File: src/hdl/bsc_pkg.sv
// shared types, constants and helpers for the barometric compensation block
package bsc_pkg;

    // calibration register indexes
    localparam logic [2:0] REG_AC1   = 3'd0;
    localparam logic [2:0] REG_AC2   = 3'd1;
    localparam logic [2:0] REG_AC3   = 3'd2;
    localparam logic [2:0] REG_AC4   = 3'd3;
    localparam logic [2:0] REG_AC5   = 3'd4;
    localparam logic [2:0] REG_AC6   = 3'd5;
    localparam logic [2:0] REG_B1_B2 = 3'd6;
    localparam logic [2:0] REG_MC_MD = 3'd7;

    // result status codes
    localparam logic [1:0] ST_OK       = 2'd0;
    localparam logic [1:0] ST_ZERO_DIV = 2'd1;
    localparam logic [1:0] ST_SAT      = 2'd2;

    localparam int DIV_STAGES  = 32;
    localparam int QUEUE_DEPTH = 4;
    localparam int QUEUE_AW    = 2;

    // pa / 100 by reciprocal, exact over the 18-bit pressure range
    localparam logic [18:0] HPA_RECIP = 19'd335545;
    localparam int          HPA_SHIFT = 25;

    localparam logic [31:0] K_B5_ROUND = 32'd8;
    localparam logic [31:0] K_B6_OFF   = 32'd4000;
    localparam logic [31:0] K_TWO      = 32'd2;
    localparam logic [31:0] K_AC4_OFF  = 32'd32768;
    localparam logic [31:0] K_B7_MUL   = 32'd50000;
    localparam logic [31:0] K_P_MUL1   = 32'd3038;
    localparam logic [31:0] K_P_MUL2   = 32'hFFFF_E343; // -7357
    localparam logic [31:0] K_P_OFF    = 32'd3791;

    localparam logic signed [31:0] T_MAX  = 32'sd4095;
    localparam logic signed [31:0] T_MIN  = -32'sd4096;
    localparam logic signed [31:0] P_MAX  = 32'sd262143;
    localparam logic signed [31:0] T_WARM = 32'sd250;

    typedef struct packed {
        logic [15:0] ac1;
        logic [15:0] ac2;
        logic [15:0] ac3;
        logic [15:0] ac4;
        logic [15:0] ac5;
        logic [15:0] ac6;
        logic [31:0] b1_b2;
        logic [31:0] mc_md;
    } t_cal;

    // item handed from the front end to the back end
    typedef struct packed {
        logic [15:0] up;
        logic [31:0] x1;
        logic [31:0] d;
        logic        zero_div;
    } t_item;

    function automatic logic [31:0] sx16(input logic [15:0] v);
        return {{16{v[15]}}, v};
    endfunction

    // signed divide by 2^k, truncating toward zero
    function automatic logic [31:0] sdiv_p2(input logic [31:0] a, input int k);
        logic [31:0] bias;
        bias = a[31] ? ((32'd1 << k) - 32'd1) : 32'd0;
        return $unsigned($signed(a + bias) >>> k);
    endfunction

endpackage

File: src/hdl/bsc_front.sv
// front end: takes raw samples, forms the first temperature term and flags a zero divisor
module bsc_front (
    input  logic           i_clk,
    input  logic           i_rst_n,
    input  bsc_pkg::t_cal  i_cal,
    input  logic           i_valid,
    output logic           o_ready,
    input  logic [15:0]    i_raw_temperature,
    input  logic [15:0]    i_raw_pressure,
    output logic           o_push,
    output bsc_pkg::t_item o_item,
    input  logic           i_full
);
    import bsc_pkg::*;

    logic        r_v1, r_v2;
    logic [31:0] r_prod;
    logic [15:0] r_up1;
    t_item       r_item;
    logic        w_en;
    logic [31:0] w_diff, w_x1, w_d;

    assign w_en    = !r_v2 || !i_full;
    assign o_ready = w_en;
    assign o_push  = r_v2 && !i_full;
    assign o_item  = r_item;

    assign w_diff = {16'd0, i_raw_temperature} - {16'd0, i_cal.ac6};
    assign w_x1   = sdiv_p2(r_prod, 15);
    assign w_d    = w_x1 + sx16(i_cal.mc_md[15:0]);

    always_ff @(posedge i_clk) begin
        if (w_en) begin
            r_prod <= 32'(w_diff * {16'd0, i_cal.ac5});
            r_up1  <= i_raw_pressure;
            r_item.up       <= r_up1;
            r_item.x1       <= w_x1;
            r_item.d        <= w_d;
            r_item.zero_div <= w_d == 32'd0;
        end
    end

    always_ff @(posedge i_clk) begin
        if (!i_rst_n) begin
            r_v1 <= 1'b0;
            r_v2 <= 1'b0;
        end else if (w_en) begin
            r_v1 <= i_valid;
            r_v2 <= r_v1;
        end
    end
endmodule

File: config.mk
export PLATFORM = sky130hd
export DESIGN_NAME = bsc_front
export DESIGN_NICKNAME = d
export VERILOG_FILES = /design/src/hdl/bsc_pkg.sv /design/src/hdl/bsc_front.sv
export SDC_FILE = /design/constraint.sdc
export NUM_CORES = 1
export LEC_CHECK = 0
export ABC_AREA = 1
export ABC_CLOCK_PERIOD_IN_PS = 6750
export BUFFER_PORTS_ARGS = -buffer_cell sky130_fd_sc_hd__buf_4
export CORE_MARGIN = 8
export CORE_UTILIZATION = 50
export DETAILED_ROUTE_END_ITERATION = 10
export PLACE_DENSITY = 0.86
export SYNTH_ARGS = -nofsm -noshare
export SYNTH_HDL_FRONTEND = slang
export SYNTH_SLANG_ARGS = --single-unit
File: constraint.sdc
create_clock -name i_clk -period 6.75 [get_ports i_clk]
set_clock_uncertainty 0.05 [all_clocks]
set_input_delay 0.675 -clock i_clk [delete_from_list [all_inputs] [get_ports i_clk]]
set_output_delay 0.675 -clock i_clk [all_outputs]
set_load 0.01 [all_outputs]
---- Word-level counts from Yosys, hierarchy flattened ----
Cells that the tools add are included.
Widths: inputs -> output; s select.
storage, ports and cells
  word-level logic and storage cells ...... 18
  output and inout bits ................... 83
  input bits .............................. 196
  register bits ........................... 116
cells by class
  reductions and logical operators ........ 5
  $mul .................................... 1
  multiplexer cells ....................... 1
  $add $sub $neg .......................... 3
operators with widths
  cell               number
  $add 32x15->32     1
  $logic_not 32->1   1
  $mul 17x17->32     1
  $add 17x16->18     1
  $sub 16x16->17     1
  $mux 15            1
  $logic_not 1->1    2
  $logic_and 1x1->1  1
  $logic_or 1x1->1   1

---- Logic depth before layout (Yosys ltp) ----
  word-level depth ........................ 4
  mapped depth ............................ 39

---- Least setup slack after synthesis ----
Ideal clock, no wire load.
  kind .................................... input-to-reg
  start point ............................. input i_raw_temperature[0]
  end point ............................... register r_prod[28] (data pin)
  arrival time ............................ 7.084 ns
  library setup time ...................... 0.264 ns
  path slack .............................. -0.648 ns
  data required time ...................... 6.436 ns
  cell stages on the path ................. 37
  path through ............................ inv_1 -> ha_1 -> fa_1 -> o21ai_2 -> o21ai_2 -> o21ai_2 -> nand2_1 -> nand2_1 -> nand2_2 -> nand2_4 -> inv_2 -> o21bai_4 -> nand3_2 -> nand2_2 -> nand2_4 -> nand2_8 -> nor2_2 -> fa_1 -> inv_1 -> fa_1 -> fa_1 -> inv_1 -> fa_1 -> fa_1 -> inv_1 -> fa_1 -> inv_1 -> ha_1 -> nand2_1 -> inv_1 -> nand3_1 -> nor3_1 -> nand4_1 -> nand3_1 -> a21o_1 -> a31oi_1 -> xor2_1
on the way
  cells in the longest elaborated chain, start to end .. 2
ends and longest elaborated chain
  what                  RTL line         text
  start, declared       bsc_front.sv:8   input logic [15:0] i_raw_temperature,
  $sub 16x16->17        bsc_front.sv:28  assign w_diff = {16'd0, i_raw_temperature} - {16'd0, i_cal.ac6};
  $mul 17x17->32        bsc_front.sv:34  r_prod <= 32'(w_diff * {16'd0, i_cal.ac5});
  end signal, assigned  bsc_front.sv:34
  end, declared         bsc_front.sv:17  logic [31:0] r_prod;
No other way between the ends.
A chain may end at the register's enable or synchronous reset.

---- Final worst setup path ----
Same ends and word-level chain as after synthesis.

==> results.md <==
- Via count: 13.2k
- Initial antenna violation count: 0
- Ys async rst share: 0%
- Detail Route Antenna Nets: 0
- Data required, critical path: 6790 ps
- CP peak stage delay: 570 ps
- CTS tree: built
- Final cell count without fillers: 2550
- Slew Limit Headroom: 53.2%
- Post-Place Cells: 2496
- Die ar.: 38100 um^2
- Critical-path top delay cell: fa_1
- Width of the die: 195 um
- HP Class: flop to flop
- Root Buffer: clkbuf_16
- GR Overflow Total: 0
- Final Cycle Share: 107%
- Post-synth top cells: inv_1 (467), nand2_1 (278), fa_1 (263)
- Reg area: 3040 um^2
- Largest net degree at the start of global routing: 53
- Violated checks: setup timing
- Final setup viols: 18
- DR pass1 iterations: 7
- Share of post-route cells with drive strength above 1: 25.1%
- # hold bufs at CTS: 0
- Starting Density: 50.8%
- Critical path arrival: 7240 ps
- RSZ-0062 raised after global routing: yes
- Worst-Skew Late Latency: 350 ps
- First-pass GRT wire length: 69400 um
- Die Ht: 195 um
- Routed wl met2: 21600 um
- Post-synth EDFFs: 100
- Core Area: 31600 um^2
- Num rows: 65
- # diodes: 0
- RePlAce Congestion: 0.981
- Top FF cell, synth: edfxtp_1
- IO Port Bufs: 166
- Htree depth: 3
- Most common cell in the netlist: inv_1
- Syn. warnings: 0
- Slack of the critical path: -449 ps
- CTS buffer count: 9
- Most frequent CP cell: fa_1
- Reg clk slew, reported paths: 70 ps
- Clock sinks: 102
- Post-synthesis cell type count: 47
- Critical path endpoint category: flop
- Drt initial violations: 768
- Nets: 2732
- Crit-path max FO: 6
- Fillers: 2412
- Slew Viols, Final: 0
- Status: finished, violations left
- Vias in the first global route: 14.5k
- M1 wire length: 15900 um
- Area occupied by multi-input gates: 11500 um^2
- Top sig layer: met4
- Drt drc: 0
- Fmax achieved: 139 MHz
- Synth area leader: fa_1
- Via/cell ratio: 5.19
- Synth top area share: 32.8%
- CP bufs+invs: 11
- Boundary Pins: 279
- Synth Net Count: 2416
- Area grow syn2layout: 24.5%
- Synth Register Bits: 102
- Worst-margin pin slew: 702 ps
- Setup crit start kind: input port
- Top post-synthesis cells by area: fa_1 (33%), edfxtp_1 (19%), inv_1 (11%), ha_1 (10%), nand2_1 (6.5%)
- Crit path max-delay family: adder cells
- Min Tclk post-route: 7200 ps
- Mapped cell area: 16000 um^2
- Post-synthesis cell count: 1827
- Setup CP Type: input port to flop
- Per-cell routed wire length: 16.6 um
- Hold slack: 371 ps
- Final Hold Viols: 0
- Final wirelength: 42300 um
- Mapped Avg Cell Area: 8.78 um^2
- GRT Overall Usage: 22.1%
- Met3 wire len: 3280 um
- Max_cap viols: 0
- Sequential area share after synthesis: 19.0%
- Clock Path Buffers: 2
- Hpwl dp: 35300 um
## cells by family after synthesis
logic type | Yosys count | share of synthesized area [%]
AO/OA/AOI/OAI | 128 | 4.53
XOR/XNOR | 75 | 4.45
adder cells (fa/ha/maj) | 393 | 43.0
buffers and inverters | 539 | 13.4
flip-flops | 102 | 19.0
AND/OR/NAND/NOR | 590 | 15.7
## flip-flops by register name, summed over array words and instances, names as in the netlist
register,flops
o_item,52
r_prod,32
r_up1,16
r_v1,1
r_v2,1
## metrics by stage
stage / setup TNS [ps] / util (%) / cell area (um^2) / setup slack (ps)
CTS: -2700 / 62.4 / 19700 / -313
finish: -5600 / 63.3 / 20000 / -449
detailed placement: -14540 / 59.8 / 18900 / -945
floorplan: -4110 / - / 16300 / -511
global placement: -12070 / 59.8 / 18900 / -834
global route: -9870 / 63.3 / 20000 / -735
## path summary, 6_finish.rpt
check | slack, ps | from | cells past startpoint | to
max | -450 | i_raw_temperature[0] | 39 | r_prod[28]
min | 370 | r_up1[5] | 0 | o_item[70]
max reg2reg | 2200 | r_prod[31] | 23 | o_item[0]
min reg2reg | 370 | r_up1[5] | 0 | o_item[70]
## layout make-up
cell class	instances	area share, %
clock buffers	10	1.20
clock inverters	6	0.313
inverters	483	9.20
multi-input cells	1186	57.5
flip-flops and latches	102	15.2
well taps	402	2.52
repair buffers	361	14.0
## placed cells by master (no fill, tap or decap), types with 10 or more instances in the layout
cell,n
ha_1,111
nand2_2,15
edfxtp_1,100
nand3_1,60
a21oi_2,16
ha_4,19
nor2_1,164
inv_1,449
fa_1,248
o21ai_1,11
xnor2_1,26
o21ai_0,20
nor2_2,13
nor2_4,11
a21oi_1,49
nand2_1,261
buf_4,346
nand4_1,17
xor2_1,44
buf_6,10
fa_2,15
inv_2,20
## worst reg2reg max path, stage by stage (launching register included)
cell	delay, ps
edfxtp_1	670
ha_1	410
nand3_1	70
nand2_1	90
a21oi_1	70
o21ai_0	200
nand3_1	110
nand2_1	200
nand2_1	130
nor2_1	230
nand3b_1	180
xor2_1	170
inv_1	80
ha_1	330
inv_1	90
o21ai_0	120
a21oi_1	140
nand3_1	150
a21oi_1	280
o21ai_1	140
nand2_1	90
nand3_1	60
o21ai_0	150
nor2_1	100
## metal layers
metal,vias up,track usage (%)
met3,140,4.78
met5,-,0
met4,0,8.17
met2,569,40.2
li1,6114,-
met1,6422,25.3
## what timing repair did
| action | CTS | global route |
|---|---|---|
| setup buffers | 26 | 14 |
| setup endpoints to repair | 18 | 20 |
| pin swaps | 78 | 56 |
| resized for setup | 72 | 54 |
Power is not shown: default switching activity piles up to over one toggle a cycle in this logic, so the estimate is an artifact.
