===== src/hdl/bsc_pkg.sv =====
// shared types, constants and helpers for the barometric compensation block
package bsc_pkg;

    // calibration register indexes
    localparam logic [2:0] REG_AC1   = 3'd0;
    localparam logic [2:0] REG_AC2   = 3'd1;
    localparam logic [2:0] REG_AC3   = 3'd2;
    localparam logic [2:0] REG_AC4   = 3'd3;
    localparam logic [2:0] REG_AC5   = 3'd4;
    localparam logic [2:0] REG_AC6   = 3'd5;
    localparam logic [2:0] REG_B1_B2 = 3'd6;
    localparam logic [2:0] REG_MC_MD = 3'd7;

    // result status codes
    localparam logic [1:0] ST_OK       = 2'd0;
    localparam logic [1:0] ST_ZERO_DIV = 2'd1;
    localparam logic [1:0] ST_SAT      = 2'd2;

    localparam int DIV_STAGES  = 32;
    localparam int QUEUE_DEPTH = 4;
    localparam int QUEUE_AW    = 2;

    // pa / 100 by reciprocal, exact over the 18-bit pressure range
    localparam logic [18:0] HPA_RECIP = 19'd335545;
    localparam int          HPA_SHIFT = 25;

    localparam logic [31:0] K_B5_ROUND = 32'd8;
    localparam logic [31:0] K_B6_OFF   = 32'd4000;
    localparam logic [31:0] K_TWO      = 32'd2;
    localparam logic [31:0] K_AC4_OFF  = 32'd32768;
    localparam logic [31:0] K_B7_MUL   = 32'd50000;
    localparam logic [31:0] K_P_MUL1   = 32'd3038;
    localparam logic [31:0] K_P_MUL2   = 32'hFFFF_E343; // -7357
    localparam logic [31:0] K_P_OFF    = 32'd3791;

    localparam logic signed [31:0] T_MAX  = 32'sd4095;
    localparam logic signed [31:0] T_MIN  = -32'sd4096;
    localparam logic signed [31:0] P_MAX  = 32'sd262143;
    localparam logic signed [31:0] T_WARM = 32'sd250;

    typedef struct packed {
        logic [15:0] ac1;
        logic [15:0] ac2;
        logic [15:0] ac3;
        logic [15:0] ac4;
        logic [15:0] ac5;
        logic [15:0] ac6;
        logic [31:0] b1_b2;
        logic [31:0] mc_md;
    } t_cal;

    // item handed from the front end to the back end
    typedef struct packed {
        logic [15:0] up;
        logic [31:0] x1;
        logic [31:0] d;
        logic        zero_div;
    } t_item;

    function automatic logic [31:0] sx16(input logic [15:0] v);
        return {{16{v[15]}}, v};
    endfunction

    // signed divide by 2^k, truncating toward zero
    function automatic logic [31:0] sdiv_p2(input logic [31:0] a, input int k);
        logic [31:0] bias;
        bias = a[31] ? ((32'd1 << k) - 32'd1) : 32'd0;
        return $unsigned($signed(a + bias) >>> k);
    endfunction

endpackage


===== src/hdl/bsc_queue.sv =====
// small item queue between front and back end
module bsc_queue (
    input  logic           i_clk,
    input  logic           i_rst_n,
    input  logic           i_push,
    input  bsc_pkg::t_item i_item,
    output logic           o_full,
    input  logic           i_pop,
    output logic           o_empty,
    output bsc_pkg::t_item o_item
);
    import bsc_pkg::*;

    t_item             r_mem [QUEUE_DEPTH];
    logic [QUEUE_AW:0] r_wp, r_rp;

    assign o_empty = r_wp == r_rp;
    assign o_full  = (r_wp[QUEUE_AW] != r_rp[QUEUE_AW])
                  && (r_wp[QUEUE_AW-1:0] == r_rp[QUEUE_AW-1:0]);
    assign o_item  = r_mem[r_rp[QUEUE_AW-1:0]];

    always_ff @(posedge i_clk) begin
        if (i_push) begin
            r_mem[r_wp[QUEUE_AW-1:0]] <= i_item;
        end
    end

    always_ff @(posedge i_clk) begin
        if (!i_rst_n) begin
            r_wp <= '0;
            r_rp <= '0;
        end else begin
            if (i_push) r_wp <= r_wp + 1'b1;
            if (i_pop)  r_rp <= r_rp + 1'b1;
        end
    end
endmodule


===== config.mk =====
export PLATFORM = sky130hd
export DESIGN_NAME = bsc_queue
export DESIGN_NICKNAME = d
export VERILOG_FILES = /design/src/hdl/bsc_pkg.sv /design/src/hdl/bsc_queue.sv
export SDC_FILE = /design/constraint.sdc
export NUM_CORES = 1
export LEC_CHECK = 0
export BUFFER_PORTS_ARGS = -buffer_cell sky130_fd_sc_hd__buf_2
export CAP_MARGIN = 20
export CORE_MARGIN = 2
export CORE_UTILIZATION = 51
export CTS_CLUSTER_DIAMETER = 50
export DETAILED_ROUTE_END_ITERATION = 8
export GPL_ROUTABILITY_DRIVEN = 1
export PLACE_DENSITY = 0.75
export SLEW_MARGIN = 20
export SYNTH_ARGS = -nofsm -noshare
export SYNTH_HDL_FRONTEND = slang
export SYNTH_SLANG_ARGS = --single-unit

===== constraint.sdc =====
create_clock -name i_clk -period 3.4 [get_ports i_clk]
set_clock_uncertainty 0.2 [all_clocks]
set_input_delay 0.51 -clock i_clk [delete_from_list [all_inputs] [get_ports i_clk]]
set_output_delay 0.51 -clock i_clk [all_outputs]
set_load 0.05 [all_outputs]

Yosys cells after proc, flatten, opt, wreduce, memory -nomap -nowiden
Memory sizes are Yosys's and may differ from the RTL's. A register that Yosys moved wholly into a read port is not among the register bits.
Index checks and enable logic that the tools add are counted.
Widths: inputs -> output; s select.
{"block": "totals", "n_memories": 1, "output_inout_bits": 83, "in_bits": 85, "mem_bits_ro": 0, "latchBits": 0, "mem_bits_rw": 324, "register_bits": 6, "word_cells": 13}
{"name": "r_mem", "words": 4, "word_bits": 81, "rd": 1, "rd_clocked_by_memory_dff": 1, "wr": 1, "line": "bsc_queue.sv:14", "text": "t_item r_mem [QUEUE_DEPTH];"}
{"block": "classes", "n_addsub": 2, "n_shift": 0, "n_lt_le_gt_ge": 0, "n_bitwise": 0, "div": 0, "muxes": 4, "n_reduce_logical": 1, "n_eq_ne": 3, "mul": 0}
{"cell": "$add 3x1->3 const B", "count": 2}
{"cell": "$mux 2", "count": 2}
{"cell": "$eq 3x3->1", "count": 1}
{"cell": "$eq 2x2->1", "count": 1}
{"cell": "$mux 1", "count": 2}
{"cell": "$logic_and 1x1->1", "count": 1}
{"cell": "$ne 1x1->1", "count": 1}

Longest topological paths before layout
Gate-level depths: netlist of run 1.
{"block": "depth", "depth_word": 3, "ltp_mapped": 4, "mapped_depth_nobuf": 4}

Worst setup path after synthesis of run 1
OpenSTA, ideal clock, no wires.
{"block": "synth_timing", "path_type": "input port to flip-flop", "start": "input i_push", "end": "memory r_mem[3][0] in the netlist's numbering, enable pin", "setup_ns": 0.448, "arrival_ns": 2.673, "path_buffers": 1, "required_ns": 2.752, "stages": 2, "setup_slack_ns": 0.079, "cell_sequence": "clkbuf_1 > and2_1"}
{"block": "synth_via", "elab_chain_cells": 2}
{"item": "start, declared", "line": "bsc_queue.sv:5", "text": "input logic i_push,"}
{"item": "$mux 1", "line": "bsc_queue.sv:23", "text": "if (i_push) begin"}
{"item": "$mux 1 (implied by the code)", "line": "bsc_queue.sv:24", "text": "r_mem[r_wp[QUEUE_AW-1:0]] <= i_item;"}
{"item": "end, declared", "line": "bsc_queue.sv:14"}
Every way passes these cells.

==> flow_summary.json, run 1 <==
{
  "holdPathStages": 1,
  "tightest_slew_ns": 0.5994,
  "avgRoutedWirePerCell_um": 21.34,
  "arrival_ns": 2.16,
  "gp_congestion": 0.7169,
  "fillers": 1627,
  "clkSinkCount": 332,
  "synth_area_per_cell_um2": 26.23,
  "total_power_mw": 9.783,
  "drive_gt1_share_pct": 46.07,
  "fmax_ghz": 0.3481,
  "seq_area_um2": 9897,
  "min_path_type": "primary input to register",
  "clkTransAtPathRegs_ns": 0.06,
  "dr.pass1.iters": 4,
  "r2r-start": "r_wp[0]$_SDFFE_PN0P_",
  "worstSetupPathType": "register to primary output",
  "rows": 56,
  "ant_nets": 0,
  "via_count": 5532,
  "final_core_util_pct": 62.34,
  "startpoint_type": "register",
  "die_y_um": 158.5,
  "clk_latency_ns": 0.50,
  "final_common_cell": "edfxtp_1",
  "rsz0062_at_grt": "false",
  "nNetsFinal": 762,
  "timing.max_cap.violations": 0,
  "most-common-layout-cells": "324 x edfxtp_1, 167 x buf_2, 81 x mux4_2, 37 x clkbuf_16, 10 x dlygate4sd3_1",
  "yosys_warnings": 0,
  "postCtsSetupBuffers": 0,
  "start_util_pct": 51.86,
  "p_leak_nw": 4.965,
  "tritoncts": "done",
  "tns_ns": 0,
  "syn_inst": 464,
  "chipWidth_um": 158.5,
  "rr_worst_depth": 3,
  "r2r_end": "r_mem[3][42]$_DFFE_PP_",
  "coreArea_um2": 23470,
  "multi_input_area_um2": 2062,
  "critPathMaxFanout": 29,
  "finalCritPeriodShare_pct": 84.50,
  "hold_violations": 0,
  "clk_path_buf_depth": 3,
  "grt_max_degree": 44,
  "synth_area_um2": 12170,
  "yosysSeqAreaShare_pct": 81.25,
  "power_density_nw_per_um2": 668.5,
  "syn2layout_area_growth_pct": 20.22,
  "dp_hpwl_um": 13010,
  "cts_buffers": 36,
  "die_area_um2": 25120,
  "slew_headroom_pct": 60.04,
  "grt_usage_pct": 17.89,
  "drtIter0Drc": 353,
  "synth.distinct_cells": 19,
  "io_buffers": 167,
  "grt_pass1_wl_um": 33100,
  "drt_wl_total_um": 21750,
  "viasPerCell": 5.429,
  "antenna_found_initial": 1,
  "hold_path_end": "r_mem[3][13]$_DFFE_PP_",
  "post-route-min-period_ns": 2.873,
  "finalSetupViolCount": 0,
  "worstPathRequired_ns": 2.69,
  "grt-ovfl-total": 0,
  "htree_levels": 2,
  "cp-end-kind": "primary output",
  "post-route-drc-count": 0,
  "reg2reg_setup_slack_ns": 1.31,
  "root_buffer": "clkbuf_16",
  "ir_drop_uv": 528.7,
  "ys_seq_elements": 332,
  "slew_violations": 0,
  "grt_pass1_vias": 5937,
  "syn-num-nets": 554,
  "min_from": "i_item[13]",
  "status": "completed",
  "io_pins": 168
}
==> power by group <==
part	total (mW)	leakage (nW)	internal [mW]	switching, mW
registers	4.76	3.04	4.70	0.0650
logic	1.32	1.35	0.405	0.915
clock network	3.70	0.569	2.23	1.47
==> cell usage after synthesis <==
master	instances	area share (%)
a21bo_2	2	0.16
a21oi_1	2	0.082
and2_1	4	0.21
buf_12	8	1.3
buf_2	8	0.33
buf_6	1	0.093
clkbuf_1	2	0.062
dfxtp_1	8	1.3
edfxtp_1	324	80
ha_1	5	0.51
inv_1	3	0.093
mux2i_1	2	0.16
mux4_2	81	15
nand3b_1	2	0.12
nor2_1	5	0.15
nor3_1	1	0.041
nor3b_1	1	0.062
xnor2_1	3	0.22
xor2_1	2	0.14
==> flip-flops by register name, indices dropped and copies added (netlist names), named ones only <==
signal / count
r_rp: 3
r_mem: 324
r_wp: 3
==> critical path, cell delays in order (launching register included) <==
cell and delay [ns]:
dfxtp_4 0.65, buf_4 0.37, mux4_2 0.37, buf_2 0.23
==> worst max-delay path by stage <==
stage / startpoint / endpoint / slack [ns] / cells past startpoint
2_1_floorplan: i_push / r_mem[3][0]$_DFFE_PP_ / 0.08 / 2
3_3_place_gp: register / o_item[34] / 1.03 / 3
3_5_place_dp: register / o_item[34] / 1.02 / 3
4_1_cts: register / o_item[34] / 0.47 / 3
5_1_grt: register / o_item[34] / 0.41 / 3
6_report: register / o_item[34] / 0.53 / 3
==> cells by family (layout without fill, tap and decap cells) <==
family	count (synthesis)	in the layout	synth area share, %
multiplexers	83	83	15.15
AO/OA/AOI/OAI	4	4	0.2467
adder cells (fa/ha/maj)	5	5	0.5140
flip-flops	332	332	81.25
XOR/XNOR	5	5	0.3599
buffers and inverters	22	257	1.891
AND/OR/NAND/NOR	13	13	0.5859
other	0	1	0
==> final cells by class <==
cell class,instances,area share [%]
diodes,1,0.01710
clock buffers,42,6.456
clock inverters,23,1.385
inverters,3,0.07696
multi-input cells,110,14.09
flip-flops and latches,332,67.64
well taps,319,2.728
repair buffers,189,7.610
==> timing repair <==
item,CTS,global route
setup endpoints to repair,0,0
endpoints found under the hold margin,40,0
resized for setup,0,0
hold buffers,10,0
==> layer usage <==
layer	track usage [%]	vias to the layer above	wire (um)
li1	-	2420	-
met1	23.12	2892	8714
met2	29.67	181	11050
met3	5.171	39	1460
met4	5.749	0	524
met5	0	-	0
==> stage by stage <==
step | cells | hold slack [ns] | area, um^2 | setup slack, ns
floorplan | 464 | 0.3298 | 12170 | 0.07913
global placement | 943 | 0.3441 | 13380 | 1.029
detailed placement | 943 | 0.3708 | 13380 | 1.022
CTS | 1018 | 0.00003597 | 14630 | 0.4738
global route | 1018 | 0.002752 | 14630 | 0.4084
finish | 1019 | 0.02296 | 14630 | 0.5270
No activity file was read; power rests on OpenSTA's default activity.
==> inputs of run 2 (changes only) <==
Clock period 3.4 ns to 2.5 ns, I/O delays scaled along.
==> flow_summary.json, run 2 (same netlist as run 1, synthesis figures left out) <==
{
  "viasPerCell": 5.391,
  "fillers": 1420,
  "grt_max_degree": 53,
  "finalCritPeriodShare_pct": 101.0,
  "switching_share_pct": 25.00,
  "share_comb_of_total_power_pct": 16.8,
  "ant_nets": 0,
  "final_common_cell": "edfxtp_1",
  "cpPeakStageDelay_ns": 0.56,
  "holdPathStages": 3,
  "gp_congestion": 0.7428,
  "clk_latency_ns": 0.49,
  "worstSetupPathType": "register to primary output",
  "grt_pass1_vias": 6370,
  "grt_usage_pct": 18.77,
  "cts_buffers": 35,
  "multi_input_area_um2": 2062,
  "timing.max_cap.violations": 0,
  "fin_cells": 1106,
  "chipWidth_um": 158.5,
  "drt_wl_total_um": 24290,
  "hold_path_end": "r_wp[2]$_SDFFE_PN0P_",
  "via_count": 5962,
  "slew_violations": 0,
  "status": "finished with violations",
  "root_buffer": "clkbuf_16",
  "p_int_mw": 10.36,
  "ir_drop_uv": 745.0,
  "clkTransAtPathRegs_ns": 0.06,
  "avgRoutedWirePerCell_um": 21.96,
  "seq_area_um2": 9897,
  "min_from": "i_push",
  "io_buffers": 167,
  "min_path_type": "primary input to register",
  "dr.pass1.iters": 5,
  "largest_register_ffs": 324,
  "syn2layout_area_growth_pct": 32.86,
  "arrival_ns": 1.95,
  "clk_path_buf_depth": 3,
  "critPathMaxFanout": 7,
  "grt-ovfl-total": 0,
  "slew_headroom_pct": 73.76,
  "htree_levels": 2,
  "drive_gt1_share_pct": 42.31,
  "dp_cells": 946,
  "startpoint_type": "register",
  "start_util_pct": 51.86,
  "die_y_um": 158.5,
  "io_pins": 168,
  "tritoncts": "done",
  "post-route-drc-count": 0,
  "coreArea_um2": 23470,
  "clockPowerShare_pct": 36.4,
  "r2r_end": "r_mem[3][42]$_DFFE_PP_",
  "hold_violations": 0,
  "tightest_slew_ns": 0.3936,
  "rr_worst_depth": 3,
  "layout_setup_ws_ns": -0.02580,
  "rsz0062_at_grt": "true",
  "most-common-layout-cells": "324 x edfxtp_1, 87 x buf_2, 83 x dlygate4sd3_1, 81 x mux4_2, 79 x buf_6",
  "nNetsFinal": 851,
  "p_switching_mw": 3.453,
  "cp-end-kind": "primary output",
  "slowest_stage": "mux4_2",
  "rows": 56,
  "diodes": 0,
  "fmax_ghz": 0.3959,
  "worstPathRequired_ns": 1.92,
  "antenna_found_initial": 1,
  "post-route-min-period_ns": 2.526,
  "p_leak_nw": 5.566,
  "reg2reg_setup_slack_ns": 0.61,
  "dp_hpwl_um": 13140,
  "violations": "setup timing",
  "die_area_um2": 25120,
  "total_power_mw": 13.81,
  "drtIter0Drc": 392,
  "grt_pass1_wl_um": 34910,
  "r2r-start": "r_wp[0]$_SDFFE_PN0P_",
  "power_density_nw_per_um2": 854.2,
  "crit_path_cell_trace": "buf_12 -> buf_16 -> mux4_2 -> buf_6",
  "clkSinkCount": 332,
  "finalSetupViolCount": 12,
  "power_frac_seq_pct": 46.8
}
## run 2: changes by cell type in the layout (fill, tap and decap cells not counted), sizes merged
cell and delta:
diode -1, buf +12, inv -2, clkinv -2, clkbuf +6, dlygate4sd3 +73, clkinvlp +1
## run 2: what timing repair did
action,4_1_cts,5_1_grt
gates cloned,0,7
setup buffers,2,5
gates resized for setup,150,18
hold buffers,83,0
setup endpoints to repair,80,80
endpoints found under the hold margin,327,0
## run 2: power by group through the flow
stage	registers [mW]	clock network, mW	logic (mW)
2_1_floorplan	6.55	0	1.39
3_3_place_gp	6.57	0	1.80
3_5_place_dp	6.59	0	1.83
4_1_cts	6.47	5.12	2.23
5_1_grt	6.48	5.34	2.44
6_report	6.46	5.02	2.33
## run 2: critical path: cells and delay by family (launching register included)
kind / cells / cell delay [ns]
mux: 1 / 0.56
flops: 1 / 0.39
buf+inv: 3 / 0.49
## run 2: metrics by stage
stage	setup TNS [ns]	util (%)	instance area, um^2	worst slack, ns	hold WS (ns)
finish	-0.1144	68.90	16170	-0.02580	0.07087
global route	-4.032	68.90	16170	-0.09088	0.05352
CTS	-2.149	67.89	15940	-0.07602	0.02803
detailed placement	0	57.43	13480	0.3255	0.3732
global placement	0	57.43	13480	0.3236	0.3359
floorplan	0	-	12180	0.1879	0.2739
## run 2: final cells by class
type	count	area share, %
multi-input cells	110	12.75
clock inverters	20	1.114
inverters	3	0.06963
well taps	319	2.468
clock buffers	43	5.865
flip-flops and latches	332	61.20
repair buffers	279	16.53
## run 2: metal layers
layer,track usage [%],share of wire (%),vias to the layer above
met5,0,0.054,-
met4,6.349,2.3,2
met3,4.192,6.2,52
met2,32.69,52,223
met1,23.52,39,3088
li1,-,-,2597
## run 2: worst max-delay path by stage
stage | start | end | slack (ns) | cells past startpoint
after global routing | register | o_item[25] | -0.09 | 4
final | register | o_item[42] | -0.03 | 4
after floorplan | i_push | r_mem[3][0]$_DFFE_PP_ | 0.19 | 2
after detailed placement | register | o_item[25] | 0.33 | 3
after CTS | register | o_item[22] | -0.08 | 3
after global placement | register | o_item[25] | 0.32 | 3
==> inputs of run 3 (changes only) <==
Settings changed: CELL_PAD_IN_SITES_DETAIL_PLACEMENT from default to 2, CELL_PAD_IN_SITES_GLOBAL_PLACEMENT from default to 2, CORE_UTILIZATION 51 to 41, PLACE_DENSITY 0.75 to default, PLACE_DENSITY_LB_ADDON from default to 0.1.
==> flow_summary.json, run 3 (same netlist as run 1, synthesis figures left out) <==
{
  "fmax_ghz": 0.3943,
  "die_y_um": 176.3,
  "syn2layout_area_growth_pct": 33.20,
  "total_power_mw": 13.94,
  "cp-end-kind": "primary output",
  "slew_headroom_pct": 73.80,
  "worstPathRequired_ns": 1.92,
  "fin_cells": 1179,
  "fillers": 2429,
  "chipWidth_um": 176.3,
  "violations": "setup timing",
  "dr.pass1.iters": 5,
  "gp_congestion": 0.6915,
  "drtIter0Drc": 293,
  "r2r-start": "r_wp[0]$_SDFFE_PN0P_",
  "rows": 63,
  "slew_violations": 0,
  "clkSinkCount": 332,
  "root_buffer": "clkbuf_16",
  "grt_max_degree": 40,
  "dp_hpwl_um": 17160,
  "reg2reg_setup_slack_ns": 0.66,
  "start_util_pct": 41.40,
  "tritoncts": "done",
  "clkTransAtPathRegs_ns": 0.06,
  "grt_pass1_vias": 6850,
  "arrival_ns": 1.96,
  "crit_buf_inv": 3,
  "ant_nets": 0,
  "critical_path.top_delay_family": "multiplexers",
  "avgRoutedWirePerCell_um": 24.07,
  "critical_path.most_common_cell": "buf_12",
  "most-common-layout-cells": "324 x edfxtp_1, 95 x buf_2, 82 x dlygate4sd3_1, 81 x mux4_2, 69 x buf_6",
  "rsz0062_at_grt": "true",
  "viasPerCell": 5.021,
  "critPathMaxFanout": 10,
  "slowest_stage": "mux4_2",
  "grt_usage_pct": 18.74,
  "largest_register_ffs": 324,
  "htree_levels": 2,
  "via_count": 5920,
  "antenna_found_initial": 0,
  "layout_setup_ws_ns": -0.03627,
  "finalSetupViolCount": 10,
  "tightest_slew_ns": 0.3931,
  "power_density_nw_per_um2": 859.9,
  "drive_gt1_share_pct": 42.08,
  "cp_num_cells": 4,
  "grt_pass1_wl_um": 43040,
  "min_path_type": "primary input to register",
  "coreArea_um2": 29400,
  "r2r_end": "r_mem[2][28]$_DFFE_PP_",
  "final_common_cell": "edfxtp_1",
  "dp_cells": 1024,
  "timing.max_cap.violations": 0,
  "status": "finished with violations",
  "hold_violations": 0,
  "cpPeakStageDelay_ns": 0.56,
  "io_buffers": 167,
  "drt_wl_total_um": 28380,
  "grt-ovfl-total": 0,
  "clk_path_buf_depth": 3,
  "cts_buffers": 38,
  "post-route-min-period_ns": 2.536,
  "finalCritPeriodShare_pct": 101.5,
  "clk_latency_ns": 0.51,
  "startpoint_type": "register",
  "dp_slack_ns": 0.2744,
  "post-route-drc-count": 0,
  "nNetsFinal": 853,
  "crit_path_cell_trace": "buf_12 -> buf_12 -> mux4_2 -> buf_8",
  "ir_drop_uv": 559.3,
  "p_leak_nw": 5.549,
  "worstSetupPathType": "register to primary output",
  "crit_path_end": "o_item[68]",
  "diodes": 0,
  "die_area_um2": 31080,
  "io_pins": 168,
  "rr_worst_depth": 4
}
## run 3: area by class of cell
type / count / area, um^2 / share of cell area [%]
timing repair buffer: 278 / 2594 / 16.00
clock inverter: 17 / 105.1 / 0.6483
inverter: 3 / 11.26 / 0.06946
sequential: 332 / 9897 / 61.04
tap: 390 / 488.0 / 3.010
clock buffer: 49 / 1056 / 6.513
multi-input combinational: 110 / 2062 / 12.72
## run 3: stage by stage
stage	utilization, %	setup TNS [ns]	area (um^2)	hold slack (ns)
floorplan	-	0	12180	0.2739
global placement	46.41	0	13650	0.3441
detailed placement	46.41	0	13650	0.3652
CTS	55.10	-2.224	16200	0.01454
global route	55.14	-4.072	16210	0.04674
finish	55.14	-0.1122	16210	0.03945
## run 3: what timing repair did
| item | CTS | global route |
|---|---|---|
| gates resized for setup | 140 | 12 |
| hold endpoints to repair | 326 | 0 |
| buffers inserted | 7 | 0 |
| cloned | 2 | 1 |
| endpoints found under the setup margin | 73 | 80 |
| hold buffers | 82 | 0 |
## run 3: where the power goes
part	internal (mW)	total (mW)	switching (mW)
sequential	6.39	6.47	0.0809
combinational	0.925	2.31	1.38
clock	3.07	5.16	2.09
total	10.4	13.9	3.56
## run 3: tightest hold or removal path, stage by stage
cell and delay, ns:
buf_2 0.09, inv_1 0.12, nor2_1 0.12
## run 3: worst min-delay path by stage
stage	startpoint	slack, ns	endpoint	cells past startpoint
finish	i_rst_n	0.04	register	3
global route	i_push	0.05	r_wp[2]$_SDFFE_PN0P_	3
CTS	i_rst_n	0.01	register	3
detailed placement	r_rp[1]$_SDFFE_PN0P_	0.37	register	2
global placement	r_rp[1]$_SDFFE_PN0P_	0.34	register	2
floorplan	i_item[0]	0.27	r_mem[0][0]$_DFFE_PP_	0
## run 3: metal layers
| layer | track usage (%) | share of wire [%] | vias up |
|---|---|---|---|
| met5 | 0 | 0 | - |
| met3 | 3.661 | 4.4 | 36 |
| met1 | 23.84 | 41 | 3125 |
| met4 | 4.408 | 1.5 | 0 |
| li1 | - | - | 2596 |
| met2 | 33.32 | 54 | 163 |
